[src/sv/slg_pkg.sv]
`timescale 1ns / 1ps

package slg_pkg;

  localparam int unsigned MS_TICKS_DEF = 168000;

  localparam logic [31:0] LIFESPAN_MIN_MS = 32'd1000;
  localparam logic [31:0] LIFESPAN_MAX_MS = 32'd2592000000;
  localparam logic [31:0] SILENT_RESET    = 32'd2520000000;
  localparam logic [31:0] START_RESET     = 32'd0;

  localparam logic [63:0] MIX_MUL_A = 64'hBF58_476D_1CE4_E5B9;
  localparam logic [63:0] MIX_MUL_B = 64'h94D0_49BB_1331_11EB;

  localparam int unsigned MIX_SHIFT_A  = 30;
  localparam int unsigned MIX_SHIFT_B  = 27;
  localparam int unsigned MIX_SHIFT_C  = 31;
  localparam int unsigned FINAL_ROTATE = 13;

  localparam int unsigned CFG_IDX_W = 2;
  localparam logic [CFG_IDX_W-1:0] CFG_LIFESPAN = 2'd0;
  localparam logic [CFG_IDX_W-1:0] CFG_SILENT   = 2'd1;
  localparam logic [CFG_IDX_W-1:0] CFG_START    = 2'd2;

  localparam logic OP_VALIDATE = 1'b0;
  localparam logic OP_FORCE    = 1'b1;

  typedef enum logic [9:0] {
    ST_IDLE  = 10'b00_0000_0001,
    ST_TRACK = 10'b00_0000_0010,
    ST_CHECK = 10'b00_0000_0100,
    ST_EMIT  = 10'b00_0000_1000,
    ST_XOR   = 10'b00_0001_0000,
    ST_M0    = 10'b00_0010_0000,
    ST_M1    = 10'b00_0100_0000,
    ST_M2    = 10'b00_1000_0000,
    ST_M3    = 10'b01_0000_0000,
    ST_FIN   = 10'b10_0000_0000
  } slg_state_e;

endpackage

[src/sv/slg_mul.sv]
`timescale 1ns / 1ps

// shared 32x32 multiplier with registered product
module slg_mul (
  input  logic        clk_i,
  input  logic [31:0] a_i,
  input  logic [31:0] b_i,
  output logic [63:0] prod_o
);

  logic [63:0] prod_q;
  logic [63:0] prod_d;

  assign prod_d = {32'b0, a_i} * {32'b0, b_i};

  always_ff @(posedge clk_i) begin
    prod_q <= prod_d;
  end

  assign prod_o = prod_q;

endmodule

[src/sv/session_lifetime_guard.sv]
`timescale 1ns / 1ps

// Session lifetime guard. Each validate beat on the input stream carries a
// session identifier and the current free-running tick; the wrapping tick gap
// since the last validation is added to a 64-bit elapsed count, and the
// session collapses for good when one gap exceeds the silent limit or the
// elapsed count exceeds lifespan_ms * MS_TICKS. A live session echoes its
// identifier (tuser low); a collapsed one returns a two-round 64-bit mix of
// identifier plus tick, rotated left by 13 (tuser high). A force beat
// (tuser high on the input) collapses the session and returns nothing.
// Steps: a force beat is handled as it is accepted. A live validate runs
// from acceptance to the result register through accept, gap/limit,
// compare and emit. A validate that ends collapsed runs through accept,
// gap/limit, compare, two mix rounds and final; when already collapsed the
// gap/limit and compare steps are skipped. Everything runs through one
// 32x32 multiplier; each mix round is an xor/shift step, then multiply
// steps that build the 64-bit product from three partial products. The
// emit and final steps hold while the result register is full and not
// drained. The input is not ready while an item is in work; the result sits
// in an output register, so the next item is taken while a result waits.
// Writing start_tick restarts the elapsed count and the gap reference; it
// does not revive a collapsed session. Configuration writes belong to idle
// periods.
module session_lifetime_guard #(
  parameter int unsigned MS_TICKS = slg_pkg::MS_TICKS_DEF
) (
  input  logic                          clk_i,
  input  logic                          rst_ni,
  // input stream
  input  logic                          s_axis_tvalid_i,
  output logic                          s_axis_tready_o,
  input  logic [95:0]                   s_axis_tdata_i,  // ident[63:0], tick[95:64]
  input  logic                          s_axis_tuser_i,  // operation
  // result stream
  output logic                          m_axis_tvalid_o,
  input  logic                          m_axis_tready_i,
  output logic [63:0]                   m_axis_tdata_o,  // result_value[63:0]
  output logic                          m_axis_tuser_o,  // collapsed
  // configuration writes
  input  logic                          cfg_we_i,
  input  logic [slg_pkg::CFG_IDX_W-1:0] cfg_idx_i,
  input  logic [31:0]                   cfg_wdata_i
);

  slg_pkg::slg_state_e state_q, state_d;

  // configuration
  logic [31:0] lifespan_q;
  logic [31:0] silent_max_q;
  logic [31:0] lifespan_clamped;

  // session state
  logic [31:0] prev_tick_q;
  logic [63:0] elapsed_q;
  logic        dead_q;
  logic        silent_hit_q;

  // item in work
  logic [63:0] id_q;
  logic [31:0] now_q;
  logic [63:0] z_q;
  logic [63:0] acc_q;
  logic        round_q;

  // output register
  logic        out_valid_q;
  logic [63:0] out_data_q;
  logic        out_coll_q;

  // shared multiplier
  logic [31:0] mul_a;
  logic [31:0] mul_b;
  logic [63:0] prod;

  logic        in_acc;
  logic        out_free;
  logic [31:0] delta;
  logic        dead_now;
  logic [63:0] mix_const;
  logic [63:0] z_xor;
  logic [63:0] z_fin;
  logic [63:0] hash_val;
  logic [63:0] z_start;

  assign s_axis_tready_o = (state_q == slg_pkg::ST_IDLE);
  assign in_acc          = s_axis_tvalid_i && s_axis_tready_o;
  assign out_free        = !out_valid_q || m_axis_tready_i;

  assign delta     = now_q - prev_tick_q;
  assign dead_now  = silent_hit_q || (elapsed_q > prod);
  assign mix_const = round_q ? slg_pkg::MIX_MUL_B : slg_pkg::MIX_MUL_A;
  assign z_xor     = round_q ? (z_q ^ (z_q >> slg_pkg::MIX_SHIFT_B))
                             : (z_q ^ (z_q >> slg_pkg::MIX_SHIFT_A));
  assign z_fin     = z_q ^ (z_q >> slg_pkg::MIX_SHIFT_C);
  assign hash_val  = (z_fin << slg_pkg::FINAL_ROTATE)
                   | (z_fin >> (64 - slg_pkg::FINAL_ROTATE));
  assign z_start   = s_axis_tdata_i[63:0] + {32'b0, s_axis_tdata_i[95:64]};

  // saturate lifespan writes into one second .. thirty days
  always_comb begin
    lifespan_clamped = cfg_wdata_i;
    if (cfg_wdata_i < slg_pkg::LIFESPAN_MIN_MS) begin
      lifespan_clamped = slg_pkg::LIFESPAN_MIN_MS;
    end else if (cfg_wdata_i > slg_pkg::LIFESPAN_MAX_MS) begin
      lifespan_clamped = slg_pkg::LIFESPAN_MAX_MS;
    end
  end

  // operand select: limit product, then the three low-half partial products
  always_comb begin
    mul_a = z_q[31:0];
    mul_b = mix_const[31:0];
    unique case (state_q)
      slg_pkg::ST_TRACK: begin
        mul_a = lifespan_q;
        mul_b = 32'(MS_TICKS);
      end
      slg_pkg::ST_M1: begin
        mul_a = z_q[31:0];
        mul_b = mix_const[63:32];
      end
      slg_pkg::ST_M2: begin
        mul_a = z_q[63:32];
        mul_b = mix_const[31:0];
      end
      default: begin
        mul_a = z_q[31:0];
        mul_b = mix_const[31:0];
      end
    endcase
  end

  slg_mul u_mul (
    .clk_i  (clk_i),
    .a_i    (mul_a),
    .b_i    (mul_b),
    .prod_o (prod)
  );

  // sequencer
  always_comb begin
    state_d = state_q;
    unique case (state_q)
      slg_pkg::ST_IDLE: begin
        if (in_acc && (s_axis_tuser_i == slg_pkg::OP_VALIDATE)) begin
          state_d = dead_q ? slg_pkg::ST_XOR : slg_pkg::ST_TRACK;
        end
      end
      slg_pkg::ST_TRACK: state_d = slg_pkg::ST_CHECK;
      slg_pkg::ST_CHECK: state_d = dead_now ? slg_pkg::ST_XOR : slg_pkg::ST_EMIT;
      slg_pkg::ST_EMIT: begin
        if (out_free) begin
          state_d = slg_pkg::ST_IDLE;
        end
      end
      slg_pkg::ST_XOR: state_d = slg_pkg::ST_M0;
      slg_pkg::ST_M0:  state_d = slg_pkg::ST_M1;
      slg_pkg::ST_M1:  state_d = slg_pkg::ST_M2;
      slg_pkg::ST_M2:  state_d = slg_pkg::ST_M3;
      slg_pkg::ST_M3:  state_d = round_q ? slg_pkg::ST_FIN : slg_pkg::ST_XOR;
      slg_pkg::ST_FIN: begin
        if (out_free) begin
          state_d = slg_pkg::ST_IDLE;
        end
      end
      default: state_d = slg_pkg::ST_IDLE;
    endcase
  end

  // control and session state
  always_ff @(posedge clk_i or negedge rst_ni) begin
    if (!rst_ni) begin
      state_q      <= slg_pkg::ST_IDLE;
      lifespan_q   <= slg_pkg::LIFESPAN_MIN_MS;
      silent_max_q <= slg_pkg::SILENT_RESET;
      prev_tick_q  <= slg_pkg::START_RESET;
      elapsed_q    <= 64'd0;
      dead_q       <= 1'b0;
      round_q      <= 1'b0;
      out_valid_q  <= 1'b0;
    end else begin
      state_q <= state_d;

      if (cfg_we_i) begin
        unique case (cfg_idx_i)
          slg_pkg::CFG_LIFESPAN: lifespan_q <= lifespan_clamped;
          slg_pkg::CFG_SILENT:   silent_max_q <= cfg_wdata_i;
          slg_pkg::CFG_START: begin
            prev_tick_q <= cfg_wdata_i;
            elapsed_q   <= 64'd0;
          end
          default: ;
        endcase
      end

      if (in_acc && (s_axis_tuser_i == slg_pkg::OP_FORCE)) begin
        dead_q <= 1'b1;
      end

      if (state_q == slg_pkg::ST_IDLE) begin
        round_q <= 1'b0;
      end

      if (state_q == slg_pkg::ST_TRACK) begin
        prev_tick_q <= now_q;
        elapsed_q   <= elapsed_q + {32'b0, delta};
      end

      if ((state_q == slg_pkg::ST_CHECK) && dead_now) begin
        dead_q <= 1'b1;
      end

      if (state_q == slg_pkg::ST_M3) begin
        round_q <= 1'b1;
      end

      // result register: load has priority over drain
      if (((state_q == slg_pkg::ST_EMIT) || (state_q == slg_pkg::ST_FIN)) && out_free) begin
        out_valid_q <= 1'b1;
      end else if (m_axis_tready_i) begin
        out_valid_q <= 1'b0;
      end
    end
  end

  // datapath registers
  always_ff @(posedge clk_i) begin
    if (in_acc) begin
      id_q  <= s_axis_tdata_i[63:0];
      now_q <= s_axis_tdata_i[95:64];
      z_q   <= z_start;
    end
    if (state_q == slg_pkg::ST_TRACK) begin
      silent_hit_q <= delta > silent_max_q;
    end
    if (state_q == slg_pkg::ST_XOR) begin
      z_q <= z_xor;
    end
    if (state_q == slg_pkg::ST_M1) begin
      acc_q <= prod;
    end
    if (state_q == slg_pkg::ST_M2) begin
      acc_q[63:32] <= acc_q[63:32] + prod[31:0];
    end
    if (state_q == slg_pkg::ST_M3) begin
      z_q <= {acc_q[63:32] + prod[31:0], acc_q[31:0]};
    end
    if ((state_q == slg_pkg::ST_EMIT) && out_free) begin
      out_data_q <= id_q;
      out_coll_q <= 1'b0;
    end
    if ((state_q == slg_pkg::ST_FIN) && out_free) begin
      out_data_q <= hash_val;
      out_coll_q <= 1'b1;
    end
  end

  assign m_axis_tvalid_o = out_valid_q;
  assign m_axis_tdata_o  = out_data_q;
  assign m_axis_tuser_o  = out_coll_q;

endmodule
[config.mk]
export PLATFORM = sky130hd
export DESIGN_NAME = session_lifetime_guard
export DESIGN_NICKNAME = d
export VERILOG_FILES = /design/src/sv/slg_pkg.sv /design/src/sv/slg_mul.sv /design/src/sv/session_lifetime_guard.sv
export SDC_FILE = /design/constraint.sdc
export NUM_CORES = 2
export LEC_CHECK = 0
export BUFFER_PORTS_ARGS = -buffer_cell sky130_fd_sc_hd__buf_2
export CORE_MARGIN = 1.5
export CORE_UTILIZATION = 51
export CTS_BUF_LIST = sky130_fd_sc_hd__clkbuf_8 sky130_fd_sc_hd__clkbuf_16
export CTS_CLUSTER_SIZE = 12
export DETAILED_ROUTE_END_ITERATION = 12
export PLACE_DENSITY = 0.67
export SLEW_MARGIN = 20
export SYNTH_ARGS = -nofsm -noshare
export SYNTH_HDL_FRONTEND = slang
export SYNTH_SLANG_ARGS = --single-unit
[constraint.sdc]
create_clock -name clk_i -period 16.4 [get_ports clk_i]
set_input_delay 3.28 -clock clk_i [delete_from_list [all_inputs] [get_ports clk_i]]
set_output_delay 3.28 -clock clk_i [all_outputs]
set_load 0.01 [all_outputs]
==> impl_metrics.yaml <==
clock_network:
  post_cts_resized: 0
  cts_buffers: 60
  post-cts-setup-buffers: 0
  clk_pin_slew_ps: 60
  cts-root-buf: "clkbuf_16"
  clk_latency_ps: 700
  holdBufCountCts: 0
  cts_max_path_buffers: 3
  cts_tree: "done"
  cts_max_level: 2
  clock-sinks: 527
routing:
  ant_nets: 0
  drtPass1Iterations: 6
  drtIter0Drc: 5159
  via_per_inst: 6.06
  drc: 0
  wire_per_inst_um: 29.3
  vias: 47500
  drt-total-wl_mm: 230
sta:
  fin_crit_ps: 12150
  skew_ps: 52.6
  tightest_slew_ps: 1210
  fin_tns_setup_ps: 0
  slew-limit-headroom: 0.189
  whs_ps: 465
  finalSetupViolCount: 0
  min_period_over_period: 0.741
  clock.fmax_ghz: 0.0823
  hold_viol: 0
  slew_viol_final: 0
  rsz0062_at_grt: "false"
job:
  cap_violations: 0
global_route:
  grt.total_usage: 0.382
  antenna_found_initial: 12
  overflow: 0
  grt_pass1_wl_mm: 331
  grt_start_max_net_pins: 138
  grt_pass1_vias: 47800
worst_setup_path:
  slowest_delay_ps: 900
  crit_type: "reg2reg"
  reg2reg_to: "u_mul.prod_o[62]$_DFF_P_"
  cp_common_cell: "fa_1"
  r2r_cells: 32
  crit_path_end_kind: "flop"
  ff2ff_setup_slack_ps: 4250
  r2r-start: "state_q[0]$_DFFE_PN1P_"
  worstPathRequired_ps: 16940
  startpoint_type: "flop"
  cpMaxStageDelayCell: "nor3_1"
  cp_data_arrival_time_ps: 12690
  path_max_fanout: 47
logic_synthesis:
  yosysSeqAreaShare: 0.237
  synth_edf_count: 289
  post_synth_instance_area_um2: 60500
  synth_top_area_share: 0.278
  synth.area.top_cells: "fa_1, edfxtp_1, ha_1, dfrtp_1, inv_1"
  syn_inst: 6104
  synth_seq_cells: 527
  synth_cell_types: 106
  yosys_warnings: 0
  syn_area_per_cell_um2: 9.90
  synth_fp_nets: 7620
  async_reset_ff_frac: 0.328
  ys.flop_type: "edfxtp_1"
  synth_top_area_cell: "fa_1"
worst_hold_path:
  hold_path_end: "prev_tick_q[0]$_DFFE_PN0P_"
  hold_class: "reg2reg"
  worstHoldPathCells: 2
  worstHoldStart: "now_q[0]$_DFFE_PP_"
cells_and_area:
  layout_commonest_cell: "inv_1"
  fin_area_um2: 65100
  area_delta_synth_final_pct: 7.68
  drive_above_1_share: 0.0900
  fillerInstances: 10500
  mostFrequentLayoutCells: "inv_1, fa_1, ha_1"
  fin_nets: 7754
placed_design:
  hpwl_mm: 191
  place_area_um2: 63200
  port-buffer-count: 202
  place.gp.congestion: 1.04
floorplan:
  core_area_um2: 118000
  die_h_um: 347
  dieArea_um2: 121000
  start_util: 0.513
  io_pins: 203
  die_w_um: 347
  std_cell_rows: 126
outcome:
  outcome: "finished, final reports clean"
cell usage after synthesis, types with 88 or more instances:
cell and count:
inv_1 1028, fa_1 839, ha_1 541, nor2_1 521, nand2_1 402, o21ai_0 308
edfxtp_1 289, a21oi_1 254, xnor2_1 196, dfrtp_1 156, clkbuf_1 142, a21o_1 139
nand3_1 97, mux2i_1 88
cell type report:
| class | instances | area [um2] | share of cell area |
|---|---|---|---|
| Multi-Input combinational cell | 4339 | 41500 | 0.637 |
| Sequential cell | 527 | 14300 | 0.220 |
| Inverter | 1041 | 3920 | 0.0601 |
| Tap cell | 1536 | 1920 | 0.0295 |
| Clock buffer | 64 | 1560 | 0.0239 |
| Timing Repair Buffer | 269 | 1540 | 0.0236 |
| Clock inverter | 47 | 364 | 0.00559 |
| Antenna cell | 6 | 15.0 | 0.000231 |
critical path, delay by kind of cell, from the launching register on:
family	cells	cell delay [ps]
buffers and inverters	8	1730
AOI/OAI and AO/OA	6	1950
DFF	1	550
adders and majority gates	9	4770
and+or+nand+nor	8	2820
xor gates and xnor gates	1	130
metal layers:
layer,global-route usage,part of all wire,vias up,wire length [um]
met5,0,0.00040,-,92
met4,0.211,0.067,8,15500
met3,0.0923,0.10,569,23800
met2,0.573,0.43,2732,98900
met1,0.509,0.40,23800,91300
li1,-,-,20400,-
cell families (layout without fill, tap and decap cells):
group	Yosys count	count (layout)	synth area share
DFF	527	527	0.237
adders and majority gates	1380	1380	0.390
buffers and inverters	1238	1421	0.0782
and+or+nand+nor	1459	1459	0.112
xor gates and xnor gates	274	274	0.0397
muxes	152	152	0.0265
other	0	6	0
AOI/OAI and AO/OA	1074	1074	0.117
sequential cells by signal, indices dropped and copies added, names as in the netlist:
name / flops
state_q: 10
now_q: 32
id_q: 64
u_mul.prod_o: 64
dead_q: 1
m_axis_tvalid_o: 1
z_q: 64
silent_hit_q: 1
elapsed_q: 64
m_axis_tdata_o: 64
silent_max_q: 32
prev_tick_q: 32
lifespan_q: 32
round_q: 1
m_axis_tuser_o: 1
acc_q: 64
metrics by stage:
step            util  std cells  setup slack [ps]
6_report       0.553       7829              4250
5_1_grt        0.553       7824              3960
4_1_cts        0.553       7823              4420
3_5_place_dp   0.536       7712              4490
3_3_place_gp   0.536       7712              4660
2_1_floorplan      -       6104              7110
how the worst max path moves through the flow:
stage | start | end | slack (ps) | cells past startpoint
floorplan | state_q[9]$_DFFE_PN0P_ | u_mul.prod_o[63]$_DFF_P_ | 7110 | 34
global route | state_q[0]$_DFFE_PN1P_ | u_mul.prod_o[62]$_DFF_P_ | 3960 | 32
finish | state_q[0]$_DFFE_PN1P_ | u_mul.prod_o[62]$_DFF_P_ | 4250 | 32
detailed placement | state_q[0]$_DFFE_PN1P_ | u_mul.prod_o[62]$_DFF_P_ | 4490 | 32
global placement | state_q[0]$_DFFE_PN1P_ | u_mul.prod_o[62]$_DFF_P_ | 4660 | 34
CTS | state_q[0]$_DFFE_PN1P_ | u_mul.prod_o[62]$_DFF_P_ | 4420 | 32
Power is left out: the tool's default activity adds up to more than one toggle a clock period on the data nets, which glitch-free logic cannot reach.
